`src/tlg_pkg.sv`:
```
// Types and constants shared by the two-leaf gate controller modules.
`default_nettype none

package tlg_pkg;

  // Gate operating modes, coded as shown on gate_mode
  typedef enum logic [2:0] {
    MODE_IDLE    = 3'd0,
    MODE_OPENING = 3'd1,
    MODE_HOLDING = 3'd2,
    MODE_CLOSING = 3'd3,
    MODE_ALARM   = 3'd4
  } tlg_mode_t;

  // Configuration register indexes
  localparam int unsigned CfgIdxW = 2;
  typedef enum logic [CfgIdxW-1:0] {
    CFG_MOTION_TIMEOUT = 2'd0,
    CFG_HOLD_TICKS     = 2'd1,
    CFG_STAGGER_TICKS  = 2'd2
  } tlg_cfg_idx_t;

  localparam int unsigned CfgW = 8;
  localparam int unsigned CntW = 8;

  // Register reset values
  localparam logic [CfgW-1:0] MotionTimeoutRst = 8'd78;
  localparam logic [CfgW-1:0] HoldTicksRst     = 8'd39;
  localparam logic [CfgW-1:0] StaggerTicksRst  = 8'd8;

  // Motor drive bit positions
  localparam int unsigned DrvAOpen  = 0;
  localparam int unsigned DrvBOpen  = 1;
  localparam int unsigned DrvAClose = 2;
  localparam int unsigned DrvBClose = 3;

  typedef struct packed {
    logic [CfgW-1:0] motion_timeout;
    logic [CfgW-1:0] hold_ticks;
    logic [CfgW-1:0] stagger_ticks;
  } tlg_cfg_t;

  // Input word: one sample of the gate's sensors
  typedef struct packed {
    logic tick;
    logic remote_request;
    logic leaf_a_opened;
    logic leaf_b_opened;
    logic leaf_a_closed;
    logic leaf_b_closed;
    logic obstacle;
  } tlg_in_t;

  // Result word: drives and mode after the sample
  typedef struct packed {
    logic       drive_a_open;
    logic       drive_b_open;
    logic       drive_a_close;
    logic       drive_b_close;
    logic       alarm_on;
    logic [2:0] gate_mode;
  } tlg_out_t;

endpackage

`default_nettype wire

```
`src/two_leaf_gate_controller.sv`:
```
// Top level of the two-leaf swing gate controller.
// Each input word is one sensor sample (tick, remote request, four active-low
// leaf limits, obstacle); each accepted word yields exactly one result word
// with the four motor drives, the alarm flag and the gate mode after that
// sample. A word is taken every clock while the result side keeps up, and its
// result appears on the output register in the cycle after acceptance.
// Configuration registers (index 0 motion timeout, 1 hold ticks, 2 stagger
// ticks) are written through cfg_we/cfg_idx/cfg_wdata; the user must write
// them only while the gate is idle, which the block itself leaves unenforced.
`default_nettype none

module two_leaf_gate_controller
  import tlg_pkg::*;
(
  input  wire logic               clk,
  input  wire logic               rst_n,
  input  wire logic               cfg_we,
  input  wire logic [CfgIdxW-1:0] cfg_idx,
  input  wire logic [CfgW-1:0]    cfg_wdata,
  input  wire logic               in_valid,
  output logic                    in_stall,
  input  wire tlg_in_t            in_data,
  output logic                    out_valid,
  input  wire logic               out_stall,
  output tlg_out_t                out_data
);

  tlg_cfg_t cfg;
  tlg_out_t res_nxt;
  logic     free;
  logic     step;

  // Accept a word whenever the result register can take its result
  assign in_stall = !free;
  assign step     = in_valid && free;

  tlg_cfg_regs u_cfg (
    .clk      (clk),
    .rst_n    (rst_n),
    .cfg_we   (cfg_we),
    .cfg_idx  (cfg_idx),
    .cfg_wdata(cfg_wdata),
    .cfg      (cfg)
  );

  tlg_fsm u_fsm (
    .clk    (clk),
    .rst_n  (rst_n),
    .cfg    (cfg),
    .step   (step),
    .in_word(in_data),
    .res_nxt(res_nxt)
  );

  tlg_out_reg u_out (
    .clk      (clk),
    .rst_n    (rst_n),
    .load     (step),
    .res_nxt  (res_nxt),
    .free     (free),
    .out_valid(out_valid),
    .out_stall(out_stall),
    .out_data (out_data)
  );

endmodule

`default_nettype wire

```
`src/tlg_cfg_regs.sv`:
```
// Configuration registers of the gate controller.
`default_nettype none

module tlg_cfg_regs
  import tlg_pkg::*;
(
  input  wire logic                 clk,
  input  wire logic                 rst_n,
  input  wire logic                 cfg_we,
  input  wire logic [CfgIdxW-1:0]   cfg_idx,
  input  wire logic [CfgW-1:0]      cfg_wdata,
  output tlg_cfg_t                  cfg
);

  tlg_cfg_t cfg_r;

  // Plain write port, unknown indexes ignored
  always_ff @(posedge clk) begin
    if (!rst_n) begin
      cfg_r.motion_timeout <= MotionTimeoutRst;
      cfg_r.hold_ticks     <= HoldTicksRst;
      cfg_r.stagger_ticks  <= StaggerTicksRst;
    end else if (cfg_we) begin
      case (tlg_cfg_idx_t'(cfg_idx))
        CFG_MOTION_TIMEOUT: cfg_r.motion_timeout <= cfg_wdata;
        CFG_HOLD_TICKS:     cfg_r.hold_ticks     <= cfg_wdata;
        CFG_STAGGER_TICKS:  cfg_r.stagger_ticks  <= cfg_wdata;
        default: ;
      endcase
    end
  end

  assign cfg = cfg_r;

endmodule

`default_nettype wire

```
`src/tlg_fsm.sv`:
```
// Gate state machine: mode, tick counter, stagger flag and motor drives.
`default_nettype none

module tlg_fsm
  import tlg_pkg::*;
(
  input  wire logic     clk,
  input  wire logic     rst_n,
  input  wire tlg_cfg_t cfg,
  input  wire logic     step,      // a sample word is taken this cycle
  input  wire tlg_in_t  in_word,
  output tlg_out_t      res_nxt    // result of this sample
);

  tlg_mode_t       mode_r, mode_nxt;
  logic [CntW-1:0] elapsed_r, elapsed_nxt, el_t;
  logic [3:0]      drv_r, drv_nxt;
  logic            sd_r, sd_nxt;

  logic a_open_hit, b_open_hit, a_close_hit, b_close_hit;

  assign a_open_hit  = ~in_word.leaf_a_opened;
  assign b_open_hit  = ~in_word.leaf_b_opened;
  assign a_close_hit = ~in_word.leaf_a_closed;
  assign b_close_hit = ~in_word.leaf_b_closed;

  // Saturating tick count, bumped before the mode logic looks at it
  assign el_t = (in_word.tick && (elapsed_r != '1)) ? elapsed_r + CntW'(1) : elapsed_r;

  // Next state
  always_comb begin
    mode_nxt    = mode_r;
    elapsed_nxt = el_t;
    drv_nxt     = drv_r;
    sd_nxt      = sd_r;
    case (mode_r)
      MODE_IDLE: begin
        if (in_word.remote_request) begin
          mode_nxt    = MODE_OPENING;
          elapsed_nxt = '0;
          drv_nxt     = 4'b0001 << DrvAOpen;
          sd_nxt      = 1'b0;
        end
      end
      MODE_OPENING: begin
        if (!sd_r && (el_t >= cfg.stagger_ticks)) begin
          sd_nxt            = 1'b1;
          drv_nxt[DrvBOpen] = 1'b1;
        end
        if (sd_nxt) begin
          if (a_open_hit) drv_nxt[DrvAOpen] = 1'b0;
          if (b_open_hit) drv_nxt[DrvBOpen] = 1'b0;
          if (el_t > cfg.motion_timeout) begin
            mode_nxt = MODE_ALARM;
            drv_nxt  = '0;
          end else if (a_open_hit && b_open_hit) begin
            mode_nxt    = MODE_HOLDING;
            elapsed_nxt = '0;
          end
        end
      end
      MODE_HOLDING: begin
        if (el_t >= cfg.hold_ticks) begin
          mode_nxt    = MODE_CLOSING;
          elapsed_nxt = '0;
          drv_nxt     = 4'b0001 << DrvBClose;
          sd_nxt      = 1'b0;
        end
      end
      MODE_CLOSING: begin
        if (!sd_r && (el_t >= cfg.stagger_ticks)) begin
          sd_nxt             = 1'b1;
          drv_nxt[DrvAClose] = 1'b1;
        end
        if (sd_nxt) begin
          if (in_word.obstacle) begin
            // reopen from the start
            mode_nxt    = MODE_OPENING;
            elapsed_nxt = '0;
            drv_nxt     = 4'b0001 << DrvAOpen;
            sd_nxt      = 1'b0;
          end else begin
            if (a_close_hit) drv_nxt[DrvAClose] = 1'b0;
            if (b_close_hit) drv_nxt[DrvBClose] = 1'b0;
            if (el_t > cfg.motion_timeout) begin
              mode_nxt = MODE_ALARM;
              drv_nxt  = '0;
            end else if (a_close_hit && b_close_hit) begin
              mode_nxt = MODE_IDLE;
            end
          end
        end
      end
      default: begin
        // alarm latches, motors off
        mode_nxt = MODE_ALARM;
        drv_nxt  = '0;
      end
    endcase
  end

  // State registers, updated once per sample word
  always_ff @(posedge clk) begin
    if (!rst_n) begin
      mode_r    <= MODE_IDLE;
      elapsed_r <= '0;
      drv_r     <= '0;
      sd_r      <= 1'b0;
    end else if (step) begin
      mode_r    <= mode_nxt;
      elapsed_r <= elapsed_nxt;
      drv_r     <= drv_nxt;
      sd_r      <= sd_nxt;
    end
  end

  // Result word
  always_comb begin
    res_nxt.drive_a_open  = drv_nxt[DrvAOpen];
    res_nxt.drive_b_open  = drv_nxt[DrvBOpen];
    res_nxt.drive_a_close = drv_nxt[DrvAClose];
    res_nxt.drive_b_close = drv_nxt[DrvBClose];
    res_nxt.alarm_on      = (mode_nxt == MODE_ALARM);
    res_nxt.gate_mode     = mode_nxt;
  end

endmodule

`default_nettype wire

```
`src/tlg_out_reg.sv`:
```
// Result register with valid/stall handshake toward the consumer.
`default_nettype none

module tlg_out_reg
  import tlg_pkg::*;
(
  input  wire logic     clk,
  input  wire logic     rst_n,
  input  wire logic     load,       // new result word this cycle
  input  wire tlg_out_t res_nxt,
  output logic          free,       // register empty or being drained
  output logic          out_valid,
  input  wire logic     out_stall,
  output tlg_out_t      out_data
);

  logic     valid_r;
  tlg_out_t data_r;

  assign free = !valid_r || !out_stall;

  // Valid flag
  always_ff @(posedge clk) begin
    if (!rst_n) begin
      valid_r <= 1'b0;
    end else if (free) begin
      valid_r <= load;
    end
  end

  // Payload, held while stalled
  always_ff @(posedge clk) begin
    if (load) begin
      data_r <= res_nxt;
    end
  end

  assign out_valid = valid_r;
  assign out_data  = data_r;

endmodule

`default_nettype wire

```
`config.mk`:
```
export PLATFORM = sky130hd
export DESIGN_NAME = two_leaf_gate_controller
export DESIGN_NICKNAME = d
export VERILOG_FILES = /design/src/tlg_pkg.sv /design/src/two_leaf_gate_controller.sv /design/src/tlg_cfg_regs.sv /design/src/tlg_fsm.sv /design/src/tlg_out_reg.sv
export SDC_FILE = /design/constraint.sdc
export NUM_CORES = 1
export LEC_CHECK = 0
export ABC_AREA = 0
export ABC_CLOCK_PERIOD_IN_PS = 4190
export BUFFER_PORTS_ARGS = -buffer_cell sky130_fd_sc_hd__buf_4
export CORE_AREA = 2 2 90 92
export CTS_CLUSTER_DIAMETER = 200
export DETAILED_ROUTE_END_ITERATION = 10
export DIE_AREA = 0 0 92 94
export PLACE_DENSITY_LB_ADDON = 0.3
export SETUP_SLACK_MARGIN = 0.3
export SLEW_MARGIN = 20
export SYNTH_ARGS = -nofsm -noshare
export SYNTH_HDL_FRONTEND = slang
export SYNTH_SLANG_ARGS = --single-unit
```
`constraint.sdc`:
```
create_clock -name clk -period 4.19 [get_ports clk]
set_clock_uncertainty 0.05 [all_clocks]
set_input_delay 0.6285 -clock clk [delete_from_list [all_inputs] [get_ports clk]]
set_output_delay 0.6285 -clock clk [all_outputs]
set_load 0.03 [all_outputs]
```
==> flow_summary.ini <==
[clock_tree]
root_buffer = clkbuf_8
clkSlewWorstSetupHoldPaths_ps = 90
cts_tree = yes
clock-sinks = 49
clk_latency_ps = 300
htree_num_levels = 2
numCtsBuffers = 5
clockBufferDepth = 2
cts_hold_buffers = 0

[synth]
ys_top_cells_by_area = dfxtp_1 (27%), ha_1 (9.1%), edfxtp_1 (8.0%), nand2_1 (4.6%), mux2i_1 (4.3%)
syn_area_mm2 = 0.003013
synth.top_cell.area_share = 0.2724
synth_xor_area_frac = 0.01910
synth.most_common_cell = dfxtp_1
ys_types = 59
ys_seq_elements = 49
synth_compound_area_frac = 0.2251
synth_top_family_by_area = compound AO/OA/AOI/OAI gates
synth_ff_type = dfxtp_1
synth_nets = 395
synth_common_cells = dfxtp_1 (41), nand2_1 (37), inv_1 (34)
avgSynthCellArea_um2 = 8.584
synth_enable_flop_cells = 8
yosys.area_share.simple = 0.2060
synth_fa_ha_area_frac = 0.09136
muxShareOfSynthArea = 0.04693
ys_warn_count = 0
synth_top_area_cell = dfxtp_1
synth_cells = 351
seq_area_frac_synth = 0.3522
async_reset_ff_frac = 0

[drt]
ant_nets = 0
vias = 2595
vias_per_cell = 5.384
drt_drc_violations_left = 0
wl_per_cell_um = 14.99
dr.pass1.iters = 4
drtIter0Drc = 176
wirelength_mm = 7.224

[pwr]
vdd_drop_max_mv = 0.1565
total_power_w = 0.0009561
p_leak_nw = 1.515
p_per_area_mw_per_mm2 = 271.8

[place]
globalplace.congestion = 0.8877
numPortBuffers = 31
placed_area_mm2 = 0.003342
hpwl_mm = 5.299

[cells_and_area]
multi_input_area_mm2 = 0.001863
nets = 423
syn_to_final_growth_pct = 16.74
design_area_mm2 = 0.003517
fill_cells = 775
seq_area_mm2 = 0.001062
drive_gt1_frac = 0.1789
antenna_cells = 0

[die]
initial_core_util = 0.3961
die_area_mm2 = 0.008648
ios = 32
core_mm2 = 0.007607
fp.dieW_um = 92
die_h_um = 94
num_rows = 32

[global_routing]
grtUsageTotal = 0.1659
antenna_found_initial = 0
overflow = 0
grt_pass1_vias = 2379
grt_pass1_wl_mm = 11.51
grt_max_degree = 38

[sta]
slew_headroom = 0.3597
rsz0062_at_grt = false
worst_pin_slew_ps = 956.2
slew_viol_final = 0
fin_crit_sh = 0.8928
setup-violations-final = 0
hold_viol_final = 0
max_freq_mhz = 267.3
setup_tns_ps = 0
period_needed_ps = 3741
timing.hold.ws_ps = 438.9

[worst_setup_path]
path_class = reg2reg
path_buf_inv = 1
cp-end-kind = flop
worstPathCellList = ha_2 > nand3_1 > o21a_2 > nand4_1 > inv_1 > nand3_1 > xnor2_2 > ha_1 > nand4_1 > or3_4 > nor4_4 > a211oi_2 > o41a_1 > o2111ai_1 > o211a_1
cp.required_ps = 4390
arrival_ps = 3940
startpoint_type = flop
cp_top_family = simple AND/OR/NAND/NOR gates
critPathMaxStageDelay_ps = 470
slowest_stage = o41a_1
crit_fanout = 6

[min_path]
hp-class = reg2reg

[status]
status = finished clean

[flow_run]
cap_violations = 0
[where the power goes]
| part | switching, W | total, W | leakage [nW] | internal [W] |
|---|---|---|---|---|
| combinational | 0.000105 | 0.000179 | 1.06 | 0.0000739 |
| sequential | 0.0000123 | 0.000510 | 0.414 | 0.000497 |
| clock | 0.000154 | 0.000267 | 0.0430 | 0.000113 |
[cell usage in the layout, fill, tap and decap left out, types with 7 or more instances in the layout]
| cell type | Yosys | final |
|---|---|---|
| nor2b_1 | 17 | 17 |
| nand3_1 | 7 | 7 |
| dfxtp_1 | 41 | 40 |
| buf_4 | 0 | 34 |
| o21ai_0 | 16 | 14 |
| nand2_1 | 37 | 37 |
| a21oi_1 | 20 | 20 |
| edfxtp_1 | 8 | 8 |
| nor3_1 | 8 | 8 |
| mux2i_1 | 13 | 13 |
| o211ai_1 | 8 | 8 |
| nor2_1 | 25 | 23 |
| inv_1 | 34 | 34 |
| ha_1 | 22 | 21 |
[metal layers]
layer / wire length (µm) / part of all wire / GRT usage
met4: 122 / 0.017 / 0.04975
met1: 3457 / 0.48 / 0.2291
met2: 3359 / 0.46 / 0.2641
met3: 285 / 0.039 / 0.03130
met5: 0 / 0 / 0
[sequential cells by signal (all words and copies together) (netlist names)]
| register | cells |
|---|---|
| u_cfg.cfg | 24 |
| u_fsm.elapsed_r | 8 |
| u_fsm.mode_r | 3 |
| u_fsm.drv_r | 4 |
| u_out.out_valid | 1 |
| u_out.out_data | 8 |
| u_fsm.sd_r | 1 |
[cells by family after synthesis]
kind of cell / count (synthesis)
and+or+nand+nor: 122
AOI/OAI and AO/OA: 92
DFF: 49
buffers and inverters: 47
adders and majority gates: 22
muxes: 14
xor gates and xnor gates: 5
[final cells by class]
class	instances	area share
Timing Repair Buffer	34	0.07257
Tap cell	102	0.03629
Multi-Input combinational cell	255	0.5297
Sequential cell	49	0.3020
Inverter	34	0.03629
Clock inverter	3	0.003557
Clock buffer	5	0.01957
[worst min-delay path, cell delays in order (launching register included)]
cell	delay (ps)
dfxtp_1	340
mux2i_1	70
nand2_1	50
[per-stage QoR]
stage	worst slack (ps)	std cells	utilization
final	449.0	482	0.4623
after global routing	273.2	482	0.4623
after CTS	320.2	481	0.4500
after detailed placement	322.0	473	0.4393
after global placement	475.6	473	0.4393
after floorplan	758.6	351	-
[worst paths after layout]
| path | from | endpoint | slack (ps) | cells after the start |
|---|---|---|---|---|
| setup / recovery | u_fsm.elapsed_r[0] | u_fsm.mode_r[1] | 450 | 15 |
| hold / removal | u_cfg.cfg[8] | u_cfg.cfg[8] | 440 | 2 |
| setup reg to reg | u_fsm.elapsed_r[0] | u_fsm.mode_r[1] | 450 | 15 |
| hold reg to reg | u_cfg.cfg[8] | u_cfg.cfg[8] | 440 | 2 |
[repair_timing]
action                     CTS  global route
hold endpoints to repair     0             0
setup endpoints to repair    0            24
buffers inserted             0             1
resized for setup            0            21
(Power assumes the default switching activity.)
